## config.mk

```make
export PLATFORM = sky130hd
export DESIGN_NAME = nearest_neighbor_fit_scaler
export DESIGN_NICKNAME = d
export VERILOG_FILES = /design/src/design/nnfs_pkg.sv /design/src/design/nnfs_ctrl.sv /design/src/design/nnfs_datapath.sv /design/src/design/nearest_neighbor_fit_scaler.sv
export SDC_FILE = /design/constraint.sdc
export NUM_CORES = 2
export LEC_CHECK = 0
export ABC_AREA = 1
export BUFFER_PORTS_ARGS = -buffer_cell sky130_fd_sc_hd__buf_2
export CORE_MARGIN = 2
export CORE_UTILIZATION = 55
export CTS_CLUSTER_SIZE = 12
export DETAILED_ROUTE_END_ITERATION = 12
export GPL_ROUTABILITY_DRIVEN = 0
export PLACE_DENSITY = 0.84
export SYNTH_ARGS = -nofsm -noshare
export SYNTH_HDL_FRONTEND = slang
export SYNTH_SLANG_ARGS = --single-unit
```

## constraint.sdc

```tcl
create_clock -name aclk -period 7.5 [get_ports aclk]
set_input_delay 0.75 -clock aclk [delete_from_list [all_inputs] [get_ports aclk]]
set_output_delay 0.75 -clock aclk [all_outputs]
set_load 0.005 [all_outputs]
```

## src/design/nnfs_pkg.sv

```systemverilog
// Shared types, constants and register indexes for the nearest-neighbor fit scaler.
`timescale 1ns / 1ps

package nnfs_pkg;

    // Default coordinate width; the top level hands it down as COORD_BITS
    localparam int COORD_BITS_DEFAULT = 12;

    // Fixed field widths
    localparam int CHANNEL_BITS     = 8;
    localparam int PIXEL_BITS       = 3 * CHANNEL_BITS;
    localparam int S_TDATA_BITS     = ((PIXEL_BITS + 7) / 8) * 8;
    localparam int ADDR_BITS        = 24;
    localparam int COLOR_BITS       = 24;
    localparam int RED_SHIFT        = 16;
    localparam int GREEN_SHIFT      = 8;
    localparam int CFG_INDEX_BITS   = 4;

    // Geometry constants: 2-pixel border on each side, smallest usable window
    localparam int BORDER_TOTAL     = 4;
    localparam int MIN_WINDOW       = 5;

    // Register reset values
    localparam int IMAGE_WIDTH_RESET   = 1;
    localparam int IMAGE_HEIGHT_RESET  = 1;
    localparam int WINDOW_WIDTH_RESET  = 780;
    localparam int WINDOW_HEIGHT_RESET = 560;

    // Configuration register indexes
    localparam logic [CFG_INDEX_BITS-1:0] REG_IMAGE_WIDTH   = 4'd0;
    localparam logic [CFG_INDEX_BITS-1:0] REG_IMAGE_HEIGHT  = 4'd1;
    localparam logic [CFG_INDEX_BITS-1:0] REG_WINDOW_WIDTH  = 4'd2;
    localparam logic [CFG_INDEX_BITS-1:0] REG_WINDOW_HEIGHT = 4'd3;

    // Controller states
    typedef enum logic [2:0] {
        ST_RUN,
        ST_MUL,
        ST_SETUP,
        ST_DIV,
        ST_FINISH,
        ST_HELD
    } ctrl_state_t;

    // Commands from controller to datapath
    typedef struct packed {
        logic take_pixel;   // latch the frame's first pixel
        logic geom_mul;     // form the two cross products
        logic geom_setup;   // pick the limiting side, load the divider
        logic div_step;     // one restoring division step
        logic geom_finish;  // latch drawn size and origin
        logic process;      // run one pixel through selection and counters
        logic use_held;     // color comes from the latched pixel
    } ctrl_cmd_t;

    // Status from datapath to controller
    typedef struct packed {
        logic frame_start;  // next pixel is the first of a frame
        logic out_free;     // result register can take a beat this cycle
        logic div_done;     // divider has finished all steps
    } dp_status_t;

endpackage

```

## src/design/nnfs_ctrl.sv

```systemverilog
// Controller state machine: frame-start geometry sequence and pixel flow.
`timescale 1ns / 1ps

module nnfs_ctrl (
    input  logic                aclk,
    input  logic                aresetn,
    input  logic                s_tvalid,
    output logic                s_tready,
    input  nnfs_pkg::dp_status_t status,
    output nnfs_pkg::ctrl_cmd_t  cmd
);
    import nnfs_pkg::*;

    ctrl_state_t state_reg, state_next;

    // State register
    always_ff @(posedge aclk) begin
        if (!aresetn) begin
            state_reg <= ST_RUN;
        end else begin
            state_reg <= state_next;
        end
    end

    // Next state
    always_comb begin
        state_next = state_reg;
        unique case (state_reg)
            ST_RUN: begin
                if (s_tvalid && status.frame_start) begin
                    state_next = ST_MUL;
                end
            end
            ST_MUL:    state_next = ST_SETUP;
            ST_SETUP:  state_next = ST_DIV;
            ST_DIV: begin
                if (status.div_done) begin
                    state_next = ST_FINISH;
                end
            end
            ST_FINISH: state_next = ST_HELD;
            ST_HELD: begin
                if (status.out_free) begin
                    state_next = ST_RUN;
                end
            end
            default:   state_next = ST_RUN;
        endcase
    end

    // Outputs
    always_comb begin
        logic ready;
        ready    = 1'b0;
        cmd      = '0;
        unique case (state_reg)
            ST_RUN: begin
                // first pixel of a frame is only latched, so no output slot needed
                ready = status.frame_start | status.out_free;
                if (s_tvalid && ready) begin
                    if (status.frame_start) begin
                        cmd.take_pixel = 1'b1;
                    end else begin
                        cmd.process = 1'b1;
                    end
                end
            end
            ST_MUL:    cmd.geom_mul = 1'b1;
            ST_SETUP:  cmd.geom_setup = 1'b1;
            ST_DIV:    cmd.div_step = !status.div_done;
            ST_FINISH: cmd.geom_finish = 1'b1;
            ST_HELD: begin
                if (status.out_free) begin
                    cmd.process  = 1'b1;
                    cmd.use_held = 1'b1;
                end
            end
            default: begin
                cmd = '0;
            end
        endcase
        s_tready = ready;
    end

endmodule

```

## src/design/nnfs_datapath.sv

```systemverilog
// Datapath: config registers, geometry divider, sampling counters, result register.
`timescale 1ns / 1ps

module nnfs_datapath #(
    parameter int COORD_BITS = nnfs_pkg::COORD_BITS_DEFAULT
) (
    input  logic                                aclk,
    input  logic                                aresetn,
    input  nnfs_pkg::ctrl_cmd_t                 cmd,
    output nnfs_pkg::dp_status_t                status,
    input  logic                                cfg_write,
    input  logic [nnfs_pkg::CFG_INDEX_BITS-1:0] cfg_index,
    input  logic [COORD_BITS-1:0]               cfg_data,
    input  logic [nnfs_pkg::PIXEL_BITS-1:0]     s_pixel,
    input  logic                                m_tready,
    output logic                                m_tvalid,
    output logic [COORD_BITS-1:0]               m_dest_x,
    output logic [COORD_BITS-1:0]               m_dest_y,
    output logic [nnfs_pkg::ADDR_BITS-1:0]      m_dest_address,
    output logic [nnfs_pkg::COLOR_BITS-1:0]     m_pixel_color
);
    import nnfs_pkg::*;

    localparam int PROD_BITS      = 2 * COORD_BITS;
    localparam int ADDR_FULL_BITS = PROD_BITS + 1;
    localparam int DIV_STEPS      = PROD_BITS;
    localparam int CNT_BITS       = $clog2(DIV_STEPS + 1);

    // Configuration registers
    logic [COORD_BITS-1:0] image_width_reg, image_height_reg;
    logic [COORD_BITS-1:0] window_width_reg, window_height_reg;

    // Frame geometry
    logic [COORD_BITS-1:0] drawn_width_reg, drawn_width_next;
    logic [COORD_BITS-1:0] drawn_height_reg, drawn_height_next;
    logic [COORD_BITS-1:0] origin_x_reg, origin_x_next;
    logic [COORD_BITS-1:0] origin_y_reg, origin_y_next;

    // Sampling counters
    logic [COORD_BITS-1:0] source_column_reg, source_column_next;
    logic [COORD_BITS-1:0] source_row_reg, source_row_next;
    logic [COORD_BITS-1:0] output_column_reg, output_column_next;
    logic [COORD_BITS-1:0] output_row_reg, output_row_next;
    logic [PROD_BITS-1:0]  col_target_reg, col_target_next;
    logic [PROD_BITS-1:0]  row_target_reg, row_target_next;
    // (source index + 1) * drawn size, kept by addition
    logic [PROD_BITS-1:0]  col_bound_reg, col_bound_next;
    logic [PROD_BITS-1:0]  row_bound_reg, row_bound_next;

    // Geometry divider
    logic [PROD_BITS-1:0]  prod_a_reg, prod_b_reg;
    logic                  width_limited_reg;
    logic [PROD_BITS-1:0]  quotient_reg;
    logic [COORD_BITS-1:0] remainder_reg;
    logic [COORD_BITS-1:0] divisor_reg;
    logic [CNT_BITS-1:0]   div_count_reg;

    // Held pixel and result register
    logic [PIXEL_BITS-1:0] held_pixel_reg;
    logic                  m_tvalid_reg, m_tvalid_next;
    logic [COORD_BITS-1:0] dest_x_reg, dest_y_reg;
    logic [ADDR_BITS-1:0]  dest_address_reg;
    logic [COLOR_BITS-1:0] pixel_color_reg;

    logic                  out_free;
    logic                  load_result;

    // Geometry terms
    logic [COORD_BITS-1:0] avail_w, avail_h;
    logic                  zero_size, fits;
    logic [COORD_BITS-1:0] dw_calc, dh_calc;

    assign avail_w   = window_width_reg - COORD_BITS'(BORDER_TOTAL);
    assign avail_h   = window_height_reg - COORD_BITS'(BORDER_TOTAL);
    assign zero_size = (image_width_reg == '0) || (image_height_reg == '0) ||
                       (window_width_reg < COORD_BITS'(MIN_WINDOW)) ||
                       (window_height_reg < COORD_BITS'(MIN_WINDOW));
    assign fits      = (image_width_reg <= avail_w) && (image_height_reg <= avail_h);

    // Drawn size: zero for a degenerate setup, the image size if it fits, else from the divider result
    always_comb begin
        if (zero_size) begin
            dw_calc = '0;
            dh_calc = '0;
        end else if (fits) begin
            dw_calc = image_width_reg;
            dh_calc = image_height_reg;
        end else if (width_limited_reg) begin
            dw_calc = avail_w;
            dh_calc = quotient_reg[COORD_BITS-1:0];
        end else begin
            dw_calc = quotient_reg[COORD_BITS-1:0];
            dh_calc = avail_h;
        end
    end

    // Restoring divider step
    logic [COORD_BITS:0]   div_shift;
    logic                  div_bit;
    assign div_shift = {remainder_reg, quotient_reg[PROD_BITS-1]};
    assign div_bit   = div_shift >= {1'b0, divisor_reg};

    // Pixel selection
    logic                  row_sel, col_sel, sel;
    logic [COORD_BITS-1:0] dx, dy;
    logic [ADDR_FULL_BITS-1:0] addr_full;
    logic [PIXEL_BITS-1:0] pixel;
    logic [COORD_BITS:0]   col_plus, row_plus;
    logic                  col_wrap, row_wrap;

    assign row_sel = (drawn_width_reg != '0) && (drawn_height_reg != '0) &&
                     (output_row_reg < drawn_height_reg) &&
                     (row_target_reg < row_bound_reg);
    assign col_sel = (output_column_reg < drawn_width_reg) &&
                     (col_target_reg < col_bound_reg);
    assign sel     = row_sel && col_sel;

    assign dx        = origin_x_reg + output_column_reg;
    assign dy        = origin_y_reg + drawn_height_reg - COORD_BITS'(1) - output_row_reg;
    assign addr_full = ADDR_FULL_BITS'(dy) * ADDR_FULL_BITS'(window_width_reg) +
                       ADDR_FULL_BITS'(dx);
    assign pixel     = cmd.use_held ? held_pixel_reg : s_pixel;

    assign col_plus = {1'b0, source_column_reg} + (COORD_BITS + 1)'(1);
    assign row_plus = {1'b0, source_row_reg} + (COORD_BITS + 1)'(1);
    assign col_wrap = col_plus >= {1'b0, image_width_reg};
    assign row_wrap = row_plus >= {1'b0, image_height_reg};

    assign out_free    = !m_tvalid_reg || m_tready;
    assign load_result = cmd.process && sel;

    // Counter and geometry next state
    always_comb begin
        drawn_width_next   = drawn_width_reg;
        drawn_height_next  = drawn_height_reg;
        origin_x_next      = origin_x_reg;
        origin_y_next      = origin_y_reg;
        source_column_next = source_column_reg;
        source_row_next    = source_row_reg;
        output_column_next = output_column_reg;
        output_row_next    = output_row_reg;
        col_target_next    = col_target_reg;
        row_target_next    = row_target_reg;
        col_bound_next     = col_bound_reg;
        row_bound_next     = row_bound_reg;

        if (cmd.geom_finish) begin
            drawn_width_next  = dw_calc;
            drawn_height_next = dh_calc;
            if (dw_calc == '0 || dh_calc == '0) begin
                origin_x_next = '0;
                origin_y_next = '0;
            end else begin
                origin_x_next = (window_width_reg - dw_calc) >> 1;
                origin_y_next = (window_height_reg - dh_calc) >> 1;
            end
            col_bound_next = PROD_BITS'(dw_calc);
            row_bound_next = PROD_BITS'(dh_calc);
        end

        if (cmd.process) begin
            if (sel) begin
                output_column_next = output_column_reg + COORD_BITS'(1);
                col_target_next    = col_target_reg + PROD_BITS'(image_width_reg);
            end
            if (col_wrap) begin
                source_column_next = '0;
                output_column_next = '0;
                col_target_next    = '0;
                col_bound_next     = PROD_BITS'(drawn_width_reg);
                if (row_sel) begin
                    output_row_next = output_row_reg + COORD_BITS'(1);
                    row_target_next = row_target_reg + PROD_BITS'(image_height_reg);
                end
                if (row_wrap) begin
                    source_row_next = '0;
                    output_row_next = '0;
                    row_target_next = '0;
                    row_bound_next  = PROD_BITS'(drawn_height_reg);
                end else begin
                    source_row_next = row_plus[COORD_BITS-1:0];
                    row_bound_next  = row_bound_reg + PROD_BITS'(drawn_height_reg);
                end
            end else begin
                source_column_next = col_plus[COORD_BITS-1:0];
                col_bound_next     = col_bound_reg + PROD_BITS'(drawn_width_reg);
            end
        end
    end

    // Result valid
    always_comb begin
        m_tvalid_next = m_tvalid_reg;
        if (load_result) begin
            m_tvalid_next = 1'b1;
        end else if (m_tready) begin
            m_tvalid_next = 1'b0;
        end
    end

    // Control registers
    always_ff @(posedge aclk) begin
        if (!aresetn) begin
            image_width_reg   <= COORD_BITS'(IMAGE_WIDTH_RESET);
            image_height_reg  <= COORD_BITS'(IMAGE_HEIGHT_RESET);
            window_width_reg  <= COORD_BITS'(WINDOW_WIDTH_RESET);
            window_height_reg <= COORD_BITS'(WINDOW_HEIGHT_RESET);
            drawn_width_reg   <= '0;
            drawn_height_reg  <= '0;
            origin_x_reg      <= '0;
            origin_y_reg      <= '0;
            source_column_reg <= '0;
            source_row_reg    <= '0;
            output_column_reg <= '0;
            output_row_reg    <= '0;
            col_target_reg    <= '0;
            row_target_reg    <= '0;
            col_bound_reg     <= '0;
            row_bound_reg     <= '0;
            div_count_reg     <= '0;
            m_tvalid_reg      <= 1'b0;
        end else begin
            if (cfg_write) begin
                unique case (cfg_index)
                    REG_IMAGE_WIDTH:   image_width_reg   <= cfg_data;
                    REG_IMAGE_HEIGHT:  image_height_reg  <= cfg_data;
                    REG_WINDOW_WIDTH:  window_width_reg  <= cfg_data;
                    REG_WINDOW_HEIGHT: window_height_reg <= cfg_data;
                    default: begin
                    end
                endcase
            end
            drawn_width_reg   <= drawn_width_next;
            drawn_height_reg  <= drawn_height_next;
            origin_x_reg      <= origin_x_next;
            origin_y_reg      <= origin_y_next;
            source_column_reg <= source_column_next;
            source_row_reg    <= source_row_next;
            output_column_reg <= output_column_next;
            output_row_reg    <= output_row_next;
            col_target_reg    <= col_target_next;
            row_target_reg    <= row_target_next;
            col_bound_reg     <= col_bound_next;
            row_bound_reg     <= row_bound_next;
            if (cmd.geom_setup) begin
                div_count_reg <= '0;
            end else if (cmd.div_step) begin
                div_count_reg <= div_count_reg + CNT_BITS'(1);
            end
            m_tvalid_reg      <= m_tvalid_next;
        end
    end

    // Payload registers: held pixel, products, divider, result
    always_ff @(posedge aclk) begin
        if (cmd.take_pixel) begin
            held_pixel_reg <= s_pixel;
        end
        if (cmd.geom_mul) begin
            prod_a_reg <= PROD_BITS'(avail_w) * PROD_BITS'(image_height_reg);
            prod_b_reg <= PROD_BITS'(avail_h) * PROD_BITS'(image_width_reg);
        end
        if (cmd.geom_setup) begin
            // width is the limit when aw*h < ah*w: dh = h*aw / w, else dw = w*ah / h
            width_limited_reg <= prod_a_reg < prod_b_reg;
            quotient_reg      <= (prod_a_reg < prod_b_reg) ? prod_a_reg : prod_b_reg;
            divisor_reg       <= (prod_a_reg < prod_b_reg) ? image_width_reg
                                                           : image_height_reg;
            remainder_reg     <= '0;
        end else if (cmd.div_step) begin
            quotient_reg  <= {quotient_reg[PROD_BITS-2:0], div_bit};
            remainder_reg <= div_bit ? COORD_BITS'(div_shift - {1'b0, divisor_reg})
                                     : div_shift[COORD_BITS-1:0];
        end
        if (load_result) begin
            dest_x_reg       <= dx;
            dest_y_reg       <= dy;
            dest_address_reg <= ADDR_BITS'(addr_full);
            pixel_color_reg  <= COLOR_BITS'(pixel[CHANNEL_BITS-1:0]) << RED_SHIFT |
                                COLOR_BITS'(pixel[2*CHANNEL_BITS-1:CHANNEL_BITS])
                                    << GREEN_SHIFT |
                                COLOR_BITS'(pixel[3*CHANNEL_BITS-1:2*CHANNEL_BITS]);
        end
    end

    assign status.frame_start = (source_column_reg == '0) && (source_row_reg == '0);
    assign status.out_free    = out_free;
    assign status.div_done    = div_count_reg == CNT_BITS'(DIV_STEPS);

    assign m_tvalid       = m_tvalid_reg;
    assign m_dest_x       = dest_x_reg;
    assign m_dest_y       = dest_y_reg;
    assign m_dest_address = dest_address_reg;
    assign m_pixel_color  = pixel_color_reg;

    // Drawn column never runs past the drawn width
    a_column_bound: assert property (@(posedge aclk) disable iff (!aresetn)
        output_column_reg <= drawn_width_reg)
        else $error("output column beyond drawn width");

    // Drawn row never runs past the drawn height
    a_row_bound: assert property (@(posedge aclk) disable iff (!aresetn)
        output_row_reg <= drawn_height_reg)
        else $error("output row beyond drawn height");

    // A new result never overwrites one still waiting
    a_no_overwrite: assert property (@(posedge aclk) disable iff (!aresetn)
        load_result |-> out_free)
        else $error("result register overwritten");

    // Geometry is latched only with the source and output counters at the frame origin
    a_geom_at_origin: assert property (@(posedge aclk) disable iff (!aresetn)
        cmd.geom_finish |-> (status.frame_start && output_column_reg == '0 &&
                             output_row_reg == '0))
        else $error("geometry latched mid-frame");

endmodule

```

## src/design/nearest_neighbor_fit_scaler.sv

```systemverilog
// Top level of the nearest-neighbor fit scaler: stream ports, controller and datapath.
`timescale 1ns / 1ps

// Takes RGB pixels in raster order and emits one frame-buffer write beat for every
// pixel that nearest-neighbor sampling keeps, shrinking the image to fit the window
// less a 2-pixel border, centered and flipped vertically. A pixel that is not kept
// produces no beat. Outside a frame's first pixel, one pixel is taken per cycle as
// long as the result register is free or being drained. Before the next pixel is
// accepted, the first pixel of each frame passes through its own accept, the cross
// products, a setup, the bit-serial restoring divider that sizes the limiting side
// (2*COORD_BITS steps plus a done check), the geometry latch and the held pixel's
// own pass, which waits for a free result register. Configuration writes are always
// taken, but must only be issued while the block is idle.
module nearest_neighbor_fit_scaler #(
    parameter int COORD_BITS = nnfs_pkg::COORD_BITS_DEFAULT
) (
    input  logic                                aclk,
    input  logic                                aresetn,
    // Configuration write channel
    input  logic                                cfg_valid,
    output logic                                cfg_ready,
    input  logic [nnfs_pkg::CFG_INDEX_BITS-1:0] cfg_index,
    input  logic [COORD_BITS-1:0]               cfg_data,
    // Source pixels
    input  logic                                s_tvalid,
    output logic                                s_tready,
    // s_tdata fields, low to high: red[7:0], green[15:8], blue[23:16]
    input  logic [nnfs_pkg::S_TDATA_BITS-1:0]   s_tdata,
    // Frame-buffer writes
    output logic                                m_tvalid,
    input  logic                                m_tready,
    // m_tdata fields, low to high: dest_x, dest_y, dest_address (24), pixel_color (24)
    output logic [((2*COORD_BITS + nnfs_pkg::ADDR_BITS + nnfs_pkg::COLOR_BITS + 7)
                   / 8) * 8 - 1:0]              m_tdata
);
    import nnfs_pkg::*;

    localparam int M_TDATA_BITS = ((2*COORD_BITS + ADDR_BITS + COLOR_BITS + 7) / 8) * 8;

    ctrl_cmd_t             cmd;
    dp_status_t            status;
    logic [COORD_BITS-1:0] dest_x, dest_y;
    logic [ADDR_BITS-1:0]  dest_address;
    logic [COLOR_BITS-1:0] pixel_color;

    // Registers always take a write
    assign cfg_ready = 1'b1;

    nnfs_ctrl u_ctrl (
        .aclk     (aclk),
        .aresetn  (aresetn),
        .s_tvalid (s_tvalid),
        .s_tready (s_tready),
        .status   (status),
        .cmd      (cmd)
    );

    nnfs_datapath #(
        .COORD_BITS (COORD_BITS)
    ) u_datapath (
        .aclk           (aclk),
        .aresetn        (aresetn),
        .cmd            (cmd),
        .status         (status),
        .cfg_write      (cfg_valid & cfg_ready),
        .cfg_index      (cfg_index),
        .cfg_data       (cfg_data),
        .s_pixel        (s_tdata[PIXEL_BITS-1:0]),
        .m_tready       (m_tready),
        .m_tvalid       (m_tvalid),
        .m_dest_x       (dest_x),
        .m_dest_y       (dest_y),
        .m_dest_address (dest_address),
        .m_pixel_color  (pixel_color)
    );

    // Pack the result beat, zero-filled to whole bytes
    assign m_tdata = M_TDATA_BITS'({pixel_color, dest_address, dest_y, dest_x});

endmodule
```

After elaboration in Yosys (flattened, before gate mapping)
Index checks and enable logic that the tools add are counted.
Word-level totals
  register bits: 442
  input bits: 45
  output and inout port bits: 75
  logic and storage cells: 171
Operators by class
  $add $sub $neg: 19
  multipliers: 3
  $lt $le $gt $ge: 12
  equality and inequality tests: 12
  mux-type cells: 50
  bitwise logic cells: 4
  reductions and logical operators: 41
Operator list (number)
  $mux 24: 15
  $mux 12: 14
  $add 24x12->24: 5
  $logic_not 12->1: 6
  $lt 24x24->1: 3
  $mul 12x12->24: 3
  $sub 12x12->12: 4
  $ge 13x12->1: 3
  $add 12x1->13 const B: 2
  $add 12x1->12 const B: 2
  $add 12x12->12: 2
  $le 12x12->1: 2
  $lt 12x12->1: 2
  $lt 12x3->1 const B: 2
  $or 24x16->24: 1
  $or 24x8->24: 1
  $reduce_bool 12->1: 2
  $sub 12x3->12 const B: 2
  $mux 11: 2
  $pmux 3 s6: 1
  $mux 1: 13
  $reduce_and 2->1: 6
  $sub 12x1->12 const B: 1
  $logic_and 1x1->1: 10
  other kinds (20): 37

Longest topological paths before layout
  depth in word-level cells: 8
  mapped depth: 38
  depth with buffers taken out: 37

By module
A second synthesis with hierarchy kept.
Second synthesis, totals
  cells, all modules: 5236
  area, all modules: 41280.8 um^2
By module, submodules not included
  nnfs_datapath: instances 1, cells an instance 5193, area an instance 41021.8 um^2
  nnfs_ctrl: instances 1, cells an instance 41, area an instance 247.7 um^2
  nearest_neighbor_fit_scaler: instances 1, cells an instance 2, area an instance 11.3 um^2

Worst setup path before layout
Ideal clock, no wire load.
  path kind: reg-to-reg
  from: reg u_datapath.output_row_reg[1]
  to: reg u_datapath.dest_address_reg[20], in the netlist u_datapath.m_dest_address[20] (data pin)
  setup time: 0.265 ns
  arrival time: 6.959 ns
  setup slack: 0.276 ns
  cell stages (with the launch flop): 36
  path buffers: 1
  period minus slack after synthesis: 7.224 ns
  cells stage by stage: dfxtp_1 -> inv_1 -> fa_1 -> ha_1 -> inv_1 -> fa_1 -> o21ai_0 -> a21oi_1 -> o21bai_1 -> nand2_1 -> nand2_1 -> nand2_1 -> nand2_1 -> nand2_1 -> nand2_1 -> a21oi_1 -> xnor2_1 -> clkbuf_1 -> nor2_1 -> fa_1 -> inv_1 -> fa_1 -> inv_1 -> fa_1 -> fa_1 -> inv_1 -> fa_1 -> inv_1 -> ha_1 -> a21oi_1 -> o21ai_0 -> a21oi_1 -> o21ai_0 -> a31oi_1 -> o21ai_0 -> xor2_1
On the way
  longest elaborated chain between the ends: 3
RTL lines
  start, declared: RTL line nnfs_datapath.sv:43  | logic [COORD_BITS-1:0] output_row_reg, output_row_next;
  start signal, assigned: RTL line nnfs_datapath.sv:240  | output_row_reg <= output_row_next;
  $sub 12x12->12: RTL line nnfs_datapath.sv:119  | assign dy = origin_y_reg + drawn_height_reg - COORD_BITS'(1) - output_row_reg;
  $mul 12x12->24: RTL line nnfs_datapath.sv:120  | assign addr_full = ADDR_FULL_BITS'(dy) * ADDR_FULL_BITS'(window_width_reg) +
  $add 24x12->24: RTL line nnfs_datapath.sv:120
  via u_datapath.addr_full[20]: RTL line nnfs_datapath.sv:106  | logic [ADDR_FULL_BITS-1:0] addr_full;
  end signal, assigned: RTL line nnfs_datapath.sv:278  | dest_address_reg <= ADDR_BITS'(addr_full);
  end, declared: RTL line nnfs_datapath.sv:62  | logic [ADDR_BITS-1:0] dest_address_reg;
The timed path passes the listed nets, and every way through them passes these cells.
A chain may end at the register's enable or synchronous reset.

Worst setup path after layout
  from: reg u_datapath.drawn_height_reg[4]
  to: reg u_datapath.dest_address_reg[20], in the netlist u_datapath.m_dest_address[20] (data pin)
On the way
  longest elaborated chain between the ends: 5
RTL lines
  start, declared: RTL line nnfs_datapath.sv:35  | logic [COORD_BITS-1:0] drawn_height_reg, drawn_height_next;
  start signal, assigned: RTL line nnfs_datapath.sv:234  | drawn_height_reg <= drawn_height_next;
  $add 12x12->12: RTL line nnfs_datapath.sv:119
  $sub 12x1->12: RTL line nnfs_datapath.sv:119
  $sub 12x12->12: RTL line nnfs_datapath.sv:119
  $mul 12x12->24: RTL line nnfs_datapath.sv:120
  $add 24x12->24: RTL line nnfs_datapath.sv:120
  via u_datapath.addr_full[20]: RTL line nnfs_datapath.sv:106
The timed path passes the listed nets, and every way through them passes these cells.

==> impl_metrics.py <==
metrics = {
    "worst_hold_path": {
        "whs_path_depth": 1,
        "whs_endpoint": "u_datapath.held_pixel_reg[15]",
        "hold_class": "primary input to register",
        "holdCritStartpoint": "s_tdata[15]",
    },
    "final_layout": {
        "nets": 6116,
        "fin_area_mm2": 0.04483,
        "final_cell_count_no_fill": 6304,
        "syn_to_final_growth_pct": 8.883,
        "insertedDiodeCount": 0,
        "layout_commonest_cell": "nand2_1",
        "fillers": 6112,
        "layout_common_cells": "nand2_1, inv_1, ha_1",
        "drive_gt1_frac": 0.07423,
    },
    "drt": {
        "drtPass1Iterations": 8,
        "postRouteAntennaNets": 0,
        "wl_met3_um": 13650,
        "met2_length_um": 52030,
        "top_layer": "met5",
        "wl_um": 116500,
        "vias": 36900,
        "detail_route.wl_per_cell_um": 18.49,
        "vias_per_cell": 5.854,
        "wl_met1_um": 43930,
        "drt_iter0_drc": 3892,
        "drc": 0,
    },
    "global_routing": {
        "grt_pass1_wl_um": 185900,
        "grt_max_degree": 102,
        "antenna_found_initial": 5,
        "track_usage": 0.2988,
        "grt_pass1_vias": 36400,
        "grt_overflow": 0,
    },
    "timing": {
        "max-slew-margin-rel": 0.2114,
        "holdWs_ns": 0.2972,
        "finClkSkew_ns": 0.07732,
        "slew_violations": 0,
        "rsz0062_at_grt": "yes",
        "worst_pin_slew_ns": 1.183,
        "final.min_clock_period_ns": 7.183,
        "fmax_mhz": 139.2,
        "setup_viol": 0,
        "period_share": 0.9577,
        "finalSetupTns_ns": 0,
        "final_hold_viol_count": 0,
    },
    "critical_path": {
        "slowest_delay_ns": 0.56,
        "r2r_start": "u_datapath.drawn_height_reg[4]",
        "critPathLaunchType": "register",
        "r2r_setup_slack_ns": 0.32,
        "setup.worst_path.class": "register to register",
        "rr_worst_depth": 30,
        "worst-endpoint-arrival_ns": 7.57,
        "cp_max_fo": 5,
        "r2r-end": "u_datapath.m_dest_address[20]",
        "crit_top_cell": "inv_1",
        "crit_path_end_kind": "register",
        "critPathRequiredTime_ns": 7.89,
        "critPathSlowestCell": "fa_1",
    },
    "die": {
        "core_area_mm2": 0.07432,
        "die_w_um": 277.6,
        "die-height_um": 277.6,
        "floorplan.rows": 100,
        "die_area_mm2": 0.07706,
        "num_io_pins": 120,
        "initial_core_util": 0.5540,
    },
    "clock_tree": {
        "clock_sinks": 440,
        "cts_tree": "done",
        "clk_latency_ns": 0.65,
        "postCtsHoldBufs": 0,
        "path_clk_slew_ns": 0.06,
        "clockRootBuffer": "clkbuf_16",
        "cts_buffers": 51,
        "cts.htree.levels": 2,
        "cts_buffer_depth": 3,
    },
    "synth": {
        "synth_seq_cells": 440,
        "yosys.cell_types.count": 61,
        "syn_nets": 6023,
        "ys_seq_area_frac": 0.2579,
        "synth_area_leaders": "fa_1, ha_1, edfxtp_1",
        "post-synth-top-area-cell": "fa_1",
        "synth-edff-count": 181,
        "avgSynthCellArea_um2": 7.915,
        "synthArstFlopShare": 0,
        "ys.flop_type": "dfxtp_1",
        "synth_top_cell_area_share": 0.1609,
        "syn_inst": 5202,
        "syn_area_mm2": 0.04117,
        "yosysWarnings": 0,
    },
    "status": {
        "status": "finished clean",
    },
    "place": {
        "place_hpwl_um": 88240,
        "post-place-cells": 6201,
        "placed_area_mm2": 0.04285,
        "io_buffers": 118,
    },
    "flow_run": {
        "cap_violations": 0,
    },
}
metal layers:
metal	track usage	vias to the layer above
li1	-	17020
met5	0	-
met3	0.07429	530
met2	0.4784	2060
met1	0.3739	17280
met4	0.1566	10
worst max-delay path by stage:
stage,from,endpoint,slack [ns],cells after the start
after floorplan,u_datapath.output_row_reg[1],u_datapath.m_dest_address[20],0.28,35
after global placement,u_datapath.output_row_reg[1],u_datapath.m_dest_address[20],0.09,35
after detailed placement,u_datapath.output_row_reg[1],u_datapath.m_dest_address[20],-0.14,35
after CTS,u_datapath.output_row_reg[1],u_datapath.m_dest_address[20],0.03,35
after global routing,u_datapath.output_row_reg[1],u_datapath.m_dest_address[21],-0.04,37
final,u_datapath.drawn_height_reg[4],u_datapath.m_dest_address[20],0.32,30
layout make-up:
type                            count  area (um^2)  share of cell area
Timing Repair Buffer              202         1221             0.02724
Sequential cell                   440        10620              0.2370
Clock buffer                       73         1461             0.03260
Tap cell                          969         1212             0.02704
Inverter                          855         3212             0.07164
Clock inverter                     20        286.5            0.006391
Multi-Input combinational cell   3745        26810              0.5981
worst max-delay path: cells and delay by family, from the launching register on:
| kind | cells | cell delay (ns) |
|---|---|---|
| AO/OA/AOI/OAI | 11 | 1.72 |
| XOR/XNOR | 1 | 0.15 |
| adder cells (fa/ha/maj) | 8 | 3.69 |
| buffers and inverters | 7 | 0.43 |
| flip-flops | 1 | 0.37 |
| AND/OR/NAND/NOR | 3 | 0.55 |
cells in the mapped netlist, types with 64 or more instances:
cell,instances
xnor2_1,64
edfxtp_1,181
a21oi_1,433
o21ai_0,290
dfxtp_1,259
nand4_1,67
nand3_1,218
nand2_1,1059
nor2_1,422
ha_1,445
xor2_1,122
clkbuf_1,119
inv_1,832
fa_1,331
through the flow:
| stage | worst slack (ns) | utilization |
|---|---|---|
| after floorplan | 0.2757 | - |
| after global placement | 0.09354 | 0.5765 |
| after detailed placement | -0.1359 | 0.5765 |
| after CTS | 0.03440 | 0.6003 |
| after global routing | -0.03878 | 0.6032 |
| final | 0.3174 | 0.6032 |
logic make-up after synthesis:
logic type | count (synthesis) | share of synthesized area
compound gates | 849 | 0.1111
xor+xnor | 187 | 0.03996
fa+ha+maj | 776 | 0.2962
buf+inv | 1017 | 0.09509
flops | 440 | 0.2579
mux | 24 | 0.006564
other cells | 1 | 0.00009108
simple gates | 1908 | 0.1931
timing repair:
item,in CTS,in global routing
endpoints found under the hold margin,0,0
setup buffers,2,8
gates resized for setup,3,36
pin swaps,1,14
endpoints found under the setup margin,3,10
Power is not shown: default switching activity piles up to over one toggle a cycle in this logic, so the estimate is an artifact.
